--- config.mk ---
export PLATFORM = sky130hd
export DESIGN_NAME = seven_segment_serial_link_writer_core_flat
export DESIGN_NICKNAME = d
export VERILOG_FILES = /design/src/design/sslw_pkg.sv /design/src/design/sslw_ifs.sv /design/src/design/sslw_seq.sv /design/src/design/seven_segment_serial_link_writer_core.sv /design/src/flat_wrapper.sv
export SDC_FILE = /design/constraint.sdc
export NUM_CORES = 1
export LEC_CHECK = 0
export BUFFER_PORTS_ARGS = -buffer_cell sky130_fd_sc_hd__buf_2
export CAP_MARGIN = 25
export CORE_ASPECT_RATIO = 1.2
export CORE_MARGIN = 2
export CORE_UTILIZATION = 40
export CTS_BUF_LIST = sky130_fd_sc_hd__clkbuf_8
export CTS_CLUSTER_DIAMETER = 80
export DETAILED_ROUTE_END_ITERATION = 12
export GPL_TIMING_DRIVEN = 0
export PLACE_DENSITY_LB_ADDON = 0.05
export SLEW_MARGIN = 20
export SYNTH_ARGS = -nofsm -noshare
export SYNTH_HDL_FRONTEND = slang
export SYNTH_HIERARCHICAL = 1
export SYNTH_SLANG_ARGS = --single-unit
--- constraint.sdc ---
create_clock -name clk -period 15.4 [get_ports clk]
set_input_delay 1.54 -clock clk [delete_from_list [all_inputs] [get_ports clk]]
set_output_delay 1.54 -clock clk [all_outputs]
set_load 0.02 [all_outputs]
--- src/design/sslw_pkg.sv ---
package sslw_pkg;

  typedef enum logic [3:0] {
    PH_IDLE     = 4'd0,
    PH_START_A  = 4'd1,
    PH_START_B  = 4'd2,
    PH_BIT_LOW  = 4'd3,
    PH_BIT_HIGH = 4'd4,
    PH_BIT_FALL = 4'd5,
    PH_ACK_WAIT = 4'd6,
    PH_ACK_HIGH = 4'd7,
    PH_STOP_A   = 4'd8,
    PH_STOP_B   = 4'd9,
    PH_STOP_C   = 4'd10,
    PH_STOP_D   = 4'd11
  } phase_t;

  typedef enum logic [1:0] {
    FR_DATA_CMD = 2'd0,
    FR_ADDR     = 2'd1,
    FR_SEGS     = 2'd2,
    FR_CTRL     = 2'd3
  } frame_t;

  localparam logic [1:0] REQ_TICK = 2'd0;
  localparam logic [1:0] REQ_CTRL = 2'd1;
  localparam logic [1:0] REQ_RAW  = 2'd2;
  localparam logic [1:0] REQ_HEX  = 2'd3;

  localparam logic [1:0] CFG_DISPLAY_ON  = 2'd0;
  localparam logic [1:0] CFG_BRIGHTNESS  = 2'd1;
  localparam logic [1:0] CFG_PHASE_TICKS = 2'd2;

  localparam logic [7:0] DATA_CMD  = 8'h40;
  localparam logic [7:0] ADDR_BASE = 8'hC0;
  localparam logic [7:0] DOT_MASK  = 8'h20;
  localparam logic [7:0] CTRL_BASE = 8'h80;
  localparam logic [7:0] ON_MASK   = 8'h08;

  typedef struct packed {
    logic [1:0] req_type;
    logic [2:0] position;
    logic [7:0] value;
    logic       add_dot;
    logic       sda_in;
  } in_item_t;

  typedef struct packed {
    logic scl_out;
    logic sda_out;
    logic busy_res;
    logic accepted;
  } out_item_t;

  function automatic logic [7:0] hex_segments(input logic [3:0] digit);
    logic [7:0] seg;
    unique case (digit)
      4'h0: seg = 8'h3F;
      4'h1: seg = 8'h06;
      4'h2: seg = 8'h5B;
      4'h3: seg = 8'h4F;
      4'h4: seg = 8'h66;
      4'h5: seg = 8'h6D;
      4'h6: seg = 8'h7D;
      4'h7: seg = 8'h07;
      4'h8: seg = 8'h7F;
      4'h9: seg = 8'h6F;
      4'hA: seg = 8'h77;
      4'hB: seg = 8'h7C;
      4'hC: seg = 8'h39;
      4'hD: seg = 8'h5E;
      4'hE: seg = 8'h79;
      4'hF: seg = 8'h71;
      default: seg = 8'h00;
    endcase
    return seg;
  endfunction

  // Wire levels {clock, data} driven while a phase lasts
  function automatic logic [1:0] phase_levels(input phase_t ph, input logic b);
    logic [1:0] lv;
    unique case (ph)
      PH_START_B:  lv = 2'b10;
      PH_BIT_LOW:  lv = {1'b0, b};
      PH_BIT_HIGH: lv = {1'b1, b};
      PH_BIT_FALL: lv = {1'b0, b};
      PH_ACK_WAIT: lv = 2'b01;
      PH_STOP_A:   lv = 2'b01;
      PH_STOP_B:   lv = 2'b00;
      PH_STOP_C:   lv = 2'b10;
      default:     lv = 2'b11;
    endcase
    return lv;
  endfunction

endpackage

--- src/design/sslw_ifs.sv ---
interface sslw_in_if;
  logic       valid;
  logic       ready;
  logic [1:0] req_type;
  logic [2:0] position;
  logic [7:0] value;
  logic       add_dot;
  logic       sda_in;

  modport source (output valid, req_type, position, value, add_dot, sda_in, input ready);
  modport sink (input valid, req_type, position, value, add_dot, sda_in, output ready);
endinterface

interface sslw_out_if;
  logic valid;
  logic ready;
  logic scl_out;
  logic sda_out;
  logic busy_res;
  logic accepted;

  modport source (output valid, scl_out, sda_out, busy_res, accepted, input ready);
  modport sink (input valid, scl_out, sda_out, busy_res, accepted, output ready);
endinterface

interface sslw_cfg_if;
  logic        valid;
  logic        ready;
  logic [1:0]  index;
  logic [15:0] data;

  modport source (output valid, index, data, input ready);
  modport sink (input valid, index, data, output ready);
endinterface

--- src/design/sslw_seq.sv ---
module sslw_seq #(
  parameter int NUM_POSITIONS = 6
) (
  input  logic               clk,
  input  logic               rst_n,
  input  logic               step_en,
  input  sslw_pkg::in_item_t item,
  input  logic               display_on,
  input  logic [2:0]         brightness,
  input  logic [15:0]        phase_ticks,
  output sslw_pkg::out_item_t result
);
  import sslw_pkg::*;

  localparam logic [3:0] NUM_POS = 4'(NUM_POSITIONS);

  phase_t      phase_r, phase_nxt;
  frame_t      frame_r, frame_nxt;
  logic [3:0]  bit_r, bit_nxt;
  logic [7:0]  shift_r, shift_nxt;
  logic [15:0] div_r, div_nxt;
  logic [2:0]  hpos_r, hpos_nxt;
  logic [7:0]  hseg_r, hseg_nxt;
  logic [1:0]  wires_r, wires_nxt;

  logic [15:0] lim;
  logic [1:0]  drive;
  logic        acc;
  logic        adv;
  phase_t      nph;

  assign lim = (phase_ticks == 16'd0) ? 16'd1 : phase_ticks;

  always_ff @(posedge clk) begin
    if (!rst_n) begin
      phase_r <= PH_IDLE;
      frame_r <= FR_DATA_CMD;
      bit_r   <= 4'd0;
      shift_r <= 8'd0;
      div_r   <= 16'd0;
      hpos_r  <= 3'd0;
      hseg_r  <= 8'd0;
      wires_r <= 2'b11;
    end else if (step_en) begin
      phase_r <= phase_nxt;
      frame_r <= frame_nxt;
      bit_r   <= bit_nxt;
      shift_r <= shift_nxt;
      div_r   <= div_nxt;
      hpos_r  <= hpos_nxt;
      hseg_r  <= hseg_nxt;
      wires_r <= wires_nxt;
    end
  end

  always_comb begin
    phase_nxt = phase_r;
    frame_nxt = frame_r;
    bit_nxt   = bit_r;
    shift_nxt = shift_r;
    div_nxt   = div_r;
    hpos_nxt  = hpos_r;
    hseg_nxt  = hseg_r;
    wires_nxt = wires_r;
    acc       = 1'b0;
    adv       = 1'b0;
    nph       = PH_IDLE;

    // take a request while idle; the start phase begins on this tick
    if (phase_r == PH_IDLE && item.req_type != REQ_TICK) begin
      if (item.req_type == REQ_CTRL) begin
        hseg_nxt  = CTRL_BASE | (display_on ? ON_MASK : 8'h00) | {5'd0, brightness};
        frame_nxt = FR_CTRL;
        shift_nxt = hseg_nxt;
        acc       = 1'b1;
      end else if ({1'b0, item.position} < NUM_POS) begin
        hpos_nxt = item.position;
        if (item.req_type == REQ_RAW) begin
          hseg_nxt = item.value;
        end else begin
          hseg_nxt = hex_segments(item.value[3:0]) | (item.add_dot ? DOT_MASK : 8'h00);
        end
        frame_nxt = FR_DATA_CMD;
        shift_nxt = DATA_CMD;
        acc       = 1'b1;
      end
      if (acc) begin
        bit_nxt   = 4'd0;
        phase_nxt = PH_START_A;
        div_nxt   = 16'd0;
        wires_nxt = phase_levels(PH_START_A, shift_nxt[0]);
      end
    end

    drive = wires_nxt;

    if (phase_nxt == PH_ACK_WAIT) begin
      adv = !item.sda_in;
    end else if (phase_nxt != PH_IDLE) begin
      div_nxt = div_nxt + 16'd1;
      adv     = (div_nxt >= lim);
    end

    if (adv) begin
      unique case (phase_nxt)
        PH_START_A:  nph = PH_START_B;
        PH_START_B: begin
          bit_nxt = 4'd0;
          nph     = PH_BIT_LOW;
        end
        PH_BIT_LOW:  nph = PH_BIT_HIGH;
        PH_BIT_HIGH: nph = PH_BIT_FALL;
        PH_BIT_FALL: begin
          bit_nxt   = bit_nxt + 4'd1;
          shift_nxt = {1'b0, shift_nxt[7:1]};
          nph       = (bit_nxt >= 4'd8) ? PH_ACK_WAIT : PH_BIT_LOW;
        end
        PH_ACK_WAIT: nph = PH_ACK_HIGH;
        PH_ACK_HIGH: begin
          if (frame_nxt == FR_ADDR) begin
            frame_nxt = FR_SEGS;
            shift_nxt = hseg_nxt;
            bit_nxt   = 4'd0;
            nph       = PH_BIT_LOW;
          end else begin
            nph = PH_STOP_A;
          end
        end
        PH_STOP_A:   nph = PH_STOP_B;
        PH_STOP_B:   nph = PH_STOP_C;
        PH_STOP_C:   nph = PH_STOP_D;
        PH_STOP_D: begin
          // after the data command, go on with the address frame
          if (frame_nxt == FR_DATA_CMD) begin
            frame_nxt = FR_ADDR;
            shift_nxt = ADDR_BASE | {5'd0, hpos_nxt};
            nph       = PH_START_A;
          end else begin
            nph = PH_IDLE;
          end
        end
        default:     nph = PH_IDLE;
      endcase
      phase_nxt = nph;
      div_nxt   = 16'd0;
      wires_nxt = phase_levels(nph, shift_nxt[0]);
    end

    result.scl_out  = drive[1];
    result.sda_out  = drive[0];
    result.busy_res = (phase_nxt != PH_IDLE);
    result.accepted = acc;
  end

  a_acc_from_idle: assert property (@(posedge clk) disable iff (!rst_n)
    step_en && acc |-> phase_r == PH_IDLE)
    else $error("request taken while a transaction runs");

  a_acc_busy: assert property (@(posedge clk) disable iff (!rst_n)
    step_en && acc |=> phase_r != PH_IDLE)
    else $error("sequencer idle right after taking a request");

  a_idle_released: assert property (@(posedge clk) disable iff (!rst_n)
    phase_r == PH_IDLE |-> wires_r == 2'b11)
    else $error("wires not released while idle");

  a_bit_range: assert property (@(posedge clk) disable iff (!rst_n)
    bit_r <= 4'd8)
    else $error("bit counter past eight");

endmodule

--- src/design/seven_segment_serial_link_writer_core.sv ---
// The result of a tick transfer is offered on the out channel from the result buffer.
// Throughput: one tick per cycle unless the buffer is full; the wire sequencer does
// all its work for a tick combinationally; a two-entry buffer absorbs output stalls.
// Reset (rst_n low at a clock edge): sequencer idle with both wires released,
// result buffer empty, display_on 1, brightness 7, phase_ticks 1.
module seven_segment_serial_link_writer_core #(
  parameter int NUM_POSITIONS = 6
) (
  input logic        clk,
  input logic        rst_n,
  sslw_in_if.sink    in_if,
  sslw_out_if.source out_if,
  sslw_cfg_if.sink   cfg_if
);
  import sslw_pkg::*;

  logic        display_on_r;
  logic [2:0]  brightness_r;
  logic [15:0] phase_ticks_r;

  in_item_t    item;
  out_item_t   res;
  out_item_t   buf0_r, buf0_nxt;
  out_item_t   buf1_r, buf1_nxt;
  logic [1:0]  count_r, count_nxt;
  logic        push;
  logic        pop;

  assign cfg_if.ready = 1'b1;

  always_ff @(posedge clk) begin
    if (!rst_n) begin
      display_on_r  <= 1'b1;
      brightness_r  <= 3'd7;
      phase_ticks_r <= 16'd1;
    end else if (cfg_if.valid) begin
      unique case (cfg_if.index)
        CFG_DISPLAY_ON:  display_on_r  <= cfg_if.data[0];
        CFG_BRIGHTNESS:  brightness_r  <= cfg_if.data[2:0];
        CFG_PHASE_TICKS: phase_ticks_r <= cfg_if.data;
        default: ;
      endcase
    end
  end

  assign item.req_type = in_if.req_type;
  assign item.position = in_if.position;
  assign item.value    = in_if.value;
  assign item.add_dot  = in_if.add_dot;
  assign item.sda_in   = in_if.sda_in;

  assign in_if.ready = (count_r != 2'd2);
  assign push = in_if.valid && in_if.ready;
  assign pop  = out_if.valid && out_if.ready;

  sslw_seq #(
    .NUM_POSITIONS(NUM_POSITIONS)
  ) u_seq (
    .clk         (clk),
    .rst_n       (rst_n),
    .step_en     (push),
    .item        (item),
    .display_on  (display_on_r),
    .brightness  (brightness_r),
    .phase_ticks (phase_ticks_r),
    .result      (res)
  );

  // result buffer: entry 0 is the head
  always_comb begin
    buf0_nxt  = buf0_r;
    buf1_nxt  = buf1_r;
    count_nxt = count_r;
    unique case (count_r)
      2'd0: begin
        if (push) begin
          buf0_nxt  = res;
          count_nxt = 2'd1;
        end
      end
      2'd1: begin
        if (push && pop) begin
          buf0_nxt = res;
        end else if (pop) begin
          count_nxt = 2'd0;
        end else if (push) begin
          buf1_nxt  = res;
          count_nxt = 2'd2;
        end
      end
      default: begin
        if (pop) begin
          buf0_nxt  = buf1_r;
          count_nxt = 2'd1;
        end
      end
    endcase
  end

  always_ff @(posedge clk) begin
    if (!rst_n) begin
      count_r <= 2'd0;
    end else begin
      count_r <= count_nxt;
    end
  end

  always_ff @(posedge clk) begin
    buf0_r <= buf0_nxt;
    buf1_r <= buf1_nxt;
  end

  assign out_if.valid    = (count_r != 2'd0);
  assign out_if.scl_out  = buf0_r.scl_out;
  assign out_if.sda_out  = buf0_r.sda_out;
  assign out_if.busy_res = buf0_r.busy_res;
  assign out_if.accepted = buf0_r.accepted;

  a_count_range: assert property (@(posedge clk) disable iff (!rst_n)
    count_r != 2'd3)
    else $error("result buffer count out of range");

  a_count_push: assert property (@(posedge clk) disable iff (!rst_n)
    push && !pop |=> count_r == $past(count_r) + 2'd1)
    else $error("result buffer lost a transfer");

  a_count_pop: assert property (@(posedge clk) disable iff (!rst_n)
    pop && !push |=> count_r == $past(count_r) - 2'd1)
    else $error("result buffer repeated a transfer");

endmodule
--- src/flat_wrapper.sv ---
// flat-port wrapper written by rule: the top's interface ports become plain ports
module seven_segment_serial_link_writer_core_flat import sslw_pkg::*;
#(
  parameter int NUM_POSITIONS = 6
)
  (clk, rst_n, in_if_valid, in_if_req_type, in_if_position, in_if_value, in_if_add_dot, in_if_sda_in, in_if_ready, out_if_valid, out_if_scl_out, out_if_sda_out, out_if_busy_res, out_if_accepted, out_if_ready, cfg_if_valid, cfg_if_index, cfg_if_data, cfg_if_ready);
  sslw_in_if in_if_i ();
  sslw_out_if out_if_i ();
  sslw_cfg_if cfg_if_i ();
  input logic clk;
  input logic rst_n;
  input wire logic [$bits(in_if_i.valid)-1:0] in_if_valid;
  input wire logic [$bits(in_if_i.req_type)-1:0] in_if_req_type;
  input wire logic [$bits(in_if_i.position)-1:0] in_if_position;
  input wire logic [$bits(in_if_i.value)-1:0] in_if_value;
  input wire logic [$bits(in_if_i.add_dot)-1:0] in_if_add_dot;
  input wire logic [$bits(in_if_i.sda_in)-1:0] in_if_sda_in;
  output wire logic [$bits(in_if_i.ready)-1:0] in_if_ready;
  output wire logic [$bits(out_if_i.valid)-1:0] out_if_valid;
  output wire logic [$bits(out_if_i.scl_out)-1:0] out_if_scl_out;
  output wire logic [$bits(out_if_i.sda_out)-1:0] out_if_sda_out;
  output wire logic [$bits(out_if_i.busy_res)-1:0] out_if_busy_res;
  output wire logic [$bits(out_if_i.accepted)-1:0] out_if_accepted;
  input wire logic [$bits(out_if_i.ready)-1:0] out_if_ready;
  input wire logic [$bits(cfg_if_i.valid)-1:0] cfg_if_valid;
  input wire logic [$bits(cfg_if_i.index)-1:0] cfg_if_index;
  input wire logic [$bits(cfg_if_i.data)-1:0] cfg_if_data;
  output wire logic [$bits(cfg_if_i.ready)-1:0] cfg_if_ready;
  assign in_if_i.valid = in_if_valid;
  assign in_if_i.req_type = in_if_req_type;
  assign in_if_i.position = in_if_position;
  assign in_if_i.value = in_if_value;
  assign in_if_i.add_dot = in_if_add_dot;
  assign in_if_i.sda_in = in_if_sda_in;
  assign in_if_ready = in_if_i.ready;
  assign out_if_valid = out_if_i.valid;
  assign out_if_scl_out = out_if_i.scl_out;
  assign out_if_sda_out = out_if_i.sda_out;
  assign out_if_busy_res = out_if_i.busy_res;
  assign out_if_accepted = out_if_i.accepted;
  assign out_if_i.ready = out_if_ready;
  assign cfg_if_i.valid = cfg_if_valid;
  assign cfg_if_i.index = cfg_if_index;
  assign cfg_if_i.data = cfg_if_data;
  assign cfg_if_ready = cfg_if_i.ready;
  seven_segment_serial_link_writer_core #(.NUM_POSITIONS(NUM_POSITIONS)) u_core (.clk(clk), .rst_n(rst_n), .in_if(in_if_i), .out_if(out_if_i), .cfg_if(cfg_if_i));
endmodule
; Yosys cells after proc, flatten, opt, wreduce, memory -nomap -nowiden
; Memory sizes are Yosys's and may differ from the RTL's.
; Cells that the tools add are included.
; Widths: inputs -> output; s select.
[op_classes]
add_sub_neg = 2
mul = 0
n_div = 0
magnitude_cmp = 3
n_eq_ne = 30
shifts = 0
n_mux = 66
bitwise = 4
reduce_logical = 24
[ops]
columns = op, n
row1 = $mux 8, 14
row2 = $mux 16, 6
row3 = $mux 4, 13
row4 = $pmux 4 s11, 1
row5 = $eq 4x3->1 const B, 7
row6 = $eq 4x4->1 const B, 7
row7 = $mux 2, 14
row8 = $pmux 8 s3, 1
row9 = $add 16x1->16 const B, 1
row10 = $eq 4x2->1 const B, 4
row11 = $ge 16x16->1, 1
row12 = $logic_not 16->1, 1
row13 = $mux 3, 4
row14 = $pmux 4 s3, 1
row15 = $pmux 2 s5, 1
row16 = $eq 2x1->1 const B, 4
row17 = $or 8x3->8, 1
row18 = $or 8x6->8, 1
row19 = $pmux 2 s2, 2
row20 = $pmux 4 s2, 1
row21 = $reduce_and 4->1, 2
row22 = $reduce_bool 4->1, 2
row23 = $mux 1, 7
row24 = $logic_not 2->1, 3
row25 = 18 further kinds, 30
[totals]
register_bits = 77
latchBits = 0
ramBits = 0
mem_bits_ro = 112
out_inout_bits = 7
word_cells = 150
mem_count = 1
[memory_table]
columns = memory, words, word_bits, rd, rd_ports_with_merged_regs, wr, line_no
row1 = (name not given), 16, 7, 1, 0, 0, sslw_pkg.sv:57  ; unique case (digit)

; Depth between registers and ports, before layout
[logic_depth]
ltp_word = 15
mapped_depth = 26
ltp_nobuf = 19

; Cells and area by module
; Netlist, hierarchy kept.
[by_module_without_submodules]
columns = mod, instances, cells_per_inst, area_each_um2
row1 = sslw_seq, 1, 537, 3947.5
row2 = seven_segment_serial_link_writer_core, 1, 115, 1237.4

; Worst setup path before layout
; No wires, ideal clock.
[synth_timing]
path_type = input port to flip-flop
startpoint = input port in_if_req_type[1]
endpoint = register u_core.buf0_r, in the netlist u_core/out_if.busy_res (data pin)
t_arrival_ns = 6.126
path_slack_ns = 9.014
stages = 25
path_buffers = 6
path_cell_list = clkbuf_1 > nor2_1 > or3_4 > buf_6 > clkbuf_1 > and2_1 > ha_1 > and3_1 > and3_1 > clkbuf_1 > and4_4 > buf_6 > nand3_1 > xor2_1 > nor2_1 > ha_1 > nand2_1 > o21ai_0 > nor3_1 > a21oi_1 > a21oi_1 > buf_2 > or3_1 > o2bb2ai_1 > mux2_2
[synth_lines]
columns = element, line_no
row1 = from (decl), flat_wrapper.sv:13  ; input wire logic [$bits(in_if_i.req_type)-1:0] in_if_req_type;
row2 = to (signal assigned), seven_segment_serial_link_writer_core.sv:109  ; buf0_r <= buf0_nxt;
row3 = to (decl), seven_segment_serial_link_writer_core.sv:23  ; out_item_t buf0_r, buf0_nxt;

; Final worst setup path
[layout_timing]
startpoint = input port in_if_req_type[1]
endpoint = register u_core.u_seq.phase_r[2]
[layout_between]
elab_chain_cells = 11
word_cells_on_any_way = 33
[layout_lines]
columns = element, line_no
row1 = "parallel branches: the longest is 10 deep, another holds $add 16x1->16", --
row2 = $mux 4 *, sslw_seq.sv:104  ; if (adv) begin
row3 = to (signal assigned), sslw_seq.sv:45  ; phase_r <= phase_nxt;
row4 = to (decl), sslw_seq.sv:17  ; phase_t phase_r, phase_nxt;
; Mark *: on every way between the ends. The select of a mux whose other input is x is not followed.
; A chain may end at the register's enable or synchronous reset.

==> results.yml <==
run_status:
  status: "completed"
floorplanning:
  dieArea_sq_um: 13890
  num_io_pins: 45
  core_area_sq_um: 12670
  placementRows: 45
  die_y_um: 128.7
  die_w_um: 107.9
  start_util_pct: 40.93
setup_path:
  worst_path_most_repeated_cell: "clkbuf_1"
  arrival_ns: 7.91
  cp.required_ns: 15.63
  startpoint_type: "input pin"
  worst_r2r_startpoint: "u_core/u_seq/phase_r[3]$_SDFFE_PN0P_"
  crit_type: "in2reg"
  reg2reg_to: "u_core/u_seq/phase_r[2]$_SDFFE_PN0P_"
  reg2reg_depth: 23
  crit_fanout: 10
  cpPeakStageDelay_ns: 0.83
  worst-r2r-setup-slack_ns: 8.52
  critPathCaptureType: "flip-flop"
  cp_slowest_cell: "a21oi_1"
clocking:
  cts-root-buf: "clkbuf_8"
  clockBufferDepth: 2
  cts_buffers: 9
  clk_latency_ns: 0.35
  clk_pin_slew_ns: 0.09
  cts_sinks: 77
  postCtsHoldBufs: 0
  cts_setup_buffers: 0
  h-tree-depth: 3
  cts_tree: "built"
  cts-resized-gates: 0
logic_synthesis:
  yosysTopAreaCellShare_pct: 26.64
  synth.ff_latch_count: 77
  yosysUniqueCellTypes: 84
  synthArstFlopShare_pct: 0
  synth.area.top_cells: "dfxtp_1 27%, nand2_1 6.5%, ha_1 5.6%"
  yosysTopAreaCell: "dfxtp_1"
  synth_area_sq_um: 5185
  synthFlopType: "dfxtp_1"
  avgSynthCellArea_sq_um: 7.952
  synth_edf_count: 8
  synth_fp_nets: 713
  postSynthCellCount: 652
  yosysWarnings: 6
  seq_area_frac_synth_pct: 31.27
grt:
  gr-usage-met1_pct: 29.47
  grt_antenna_before_repair: 0
  grt_first_pass_wirelength_mm: 25.94
  grt_max_degree: 14
  gr-total-overflow: 0
  busiest_layer: "met2"
  track_usage_pct: 23.93
  first_global_vias: 5013
  grt_util_met3_pct: 4.154
  gr-usage-met2_pct: 41.84
timing:
  fin_tns_setup_ns: 0
  skew_ns: 0.008698
  tightest_slew_ns: 1.054
  drv_slew: 0
  maxSlewHeadroom_pct: 29.71
  period_share_pct: 49.87
  hold_violations: 0
  fmax_mhz: 130.2
  rsz0062_at_grt: "false"
  setup_viol_count_final: 0
  finalCriticalPeriod_ns: 7.680
place:
  portBuffers: 42
  hpwl_mm: 11.89
  place.gp.congestion: 0.8998
layout:
  utilization_pct: 45.75
  antenna_cells: 0
  multi_input_area_sq_um: 3218
  layout.nets: 766
  layout_commonest_cell: "nand2_1"
  regArea_sq_um: 1622
  final_cell_mix: "90 x nand2_1, 69 x dfxtp_1, 49 x nor2_1, 48 x buf_2, 43 x a21oi_1"
  area_delta_synth_final_pct: 11.78
  drive_above_1_share_pct: 14.37
  fillCellCount: 1300
power_and_ir_drop:
  max-vdd-ir-drop_v: 0.00004958
  p_leak_nw: 2.180
  power.density_nw_per_um2: 95.40
route:
  drt-total-wl_mm: 16.18
  via_count: 5097
  drc_errors: 0
  wl_per_cell_um: 18.51
  drt-initial-drc-count: 347
  via_per_inst: 5.832
  antenna_left: 0
  drt_pre_antenna_iters: 5
hold_path:
  hold_path_class: "reg2reg"
  min_to: "u_core/u_seq/hpos_r[0]$_SDFFE_PN0P_"
  holdPathStages: 2
  min_from: "u_core/u_seq/hpos_r[0]$_SDFFE_PN0P_"
job:
  drv_cap: 0
how the worst max path moves through the flow:
stage / startpoint / end / slack, ns
after floorplan: in_if_req_type[1] / u_core/out_if.busy_res$_DFFE_PP_ / 9.01
after global placement: in_if_req_type[1] / u_core/u_seq/phase_r[2]$_SDFFE_PN0P_ / 7.53
after detailed placement: in_if_req_type[1] / u_core/u_seq/phase_r[2]$_SDFFE_PN0P_ / 7.57
after CTS: in_if_req_type[1] / u_core/u_seq/phase_r[2]$_SDFFE_PN0P_ / 7.92
after global routing: in_if_req_type[1] / u_core/u_seq/phase_r[2]$_SDFFE_PN0P_ / 7.30
final: in_if_req_type[1] / u_core/u_seq/phase_r[2]$_SDFFE_PN0P_ / 7.72
registers in the layout, summed over array words and instances, names as in the netlist, 3 cells and up:
signal	cells
u_core/u_seq/shift_r	8
u_core/phase_ticks_r	16
u_core/brightness_r	3
u_core/u_seq/hseg_r	8
u_core/buf1_r	4
u_core/u_seq/bit_r	4
u_core/u_seq/hpos_r	3
u_core/u_seq/div_r	16
u_core/u_seq/phase_r	4
layer usage:
| layer | routed length (um) | share of wire, % |
|---|---|---|
| met2 | 8066 | 50 |
| met4 | 297 | 1.8 |
| met1 | 7141 | 44 |
| met3 | 671 | 4.1 |
| met5 | 0 | 0 |
cell families after synthesis:
| kind of cell | Yosys count | share of synthesized area, % |
|---|---|---|
| buffers and inverters | 77 | 6.901 |
| other | 1 | 0.07232 |
| AOI/OAI and AO/OA | 189 | 25.97 |
| and+or+nand+nor | 255 | 24.54 |
| DFF | 77 | 31.27 |
| adders and majority gates | 24 | 5.743 |
| muxes | 16 | 3.306 |
| xor gates and xnor gates | 13 | 2.196 |
per-stage QoR:
stage	power [W]	hold WS, ns	worst slack (ns)	cell area, sq um	cells
after global placement	0.0003978	0.4439	7.529	5600	858
after global routing	0.0005831	0.4975	7.297	5796	874
after floorplan	0.0003414	0.4357	9.014	5185	652
final	0.0005529	0.4727	7.721	5796	874
after CTS	0.0005544	0.4678	7.920	5796	874
after detailed placement	0.0003996	0.4568	7.568	5613	858
report_power, final:
part | switching [W] | internal, W
Sequential | 0.00000783 | 0.000216
Combinational | 0.000117 | 0.0000582
Clock | 0.0000810 | 0.0000731
Total | 0.000206 | 0.000347
synth_stat cells (all sizes together), types with 10 or more instances:
cell    instances
ha             23
and3           10
nor2           49
mux2i          10
nor3           13
clkbuf         28
nand2b         10
inv            29
a31oi          12
dfxtp          69
a21boi         16
nand2          90
buf            18
a21oi          44
a22oi          10
o21ai          29
nand3          21
and2           10
critical path, delay by kind of cell:
| kind | cells | cell delay [ns] |
|---|---|---|
| adders and majority gates | 2 | 0.52 |
| buffers and inverters | 7 | 1.76 |
| and+or+nand+nor | 11 | 2.02 |
| AOI/OAI and AO/OA | 4 | 1.86 |
| xor gates and xnor gates | 1 | 0.18 |
cell type report:
class | instances | area share, %
clock buffers | 9 | 2.137
multi-input cells | 498 | 55.53
well taps | 164 | 3.541
clock inverters | 7 | 1.015
repair buffers | 42 | 3.627
inverters | 31 | 2.008
flip-flops and latches | 77 | 27.98
plain buffers | 46 | 4.167
Power figures use the tool's default switching activity.
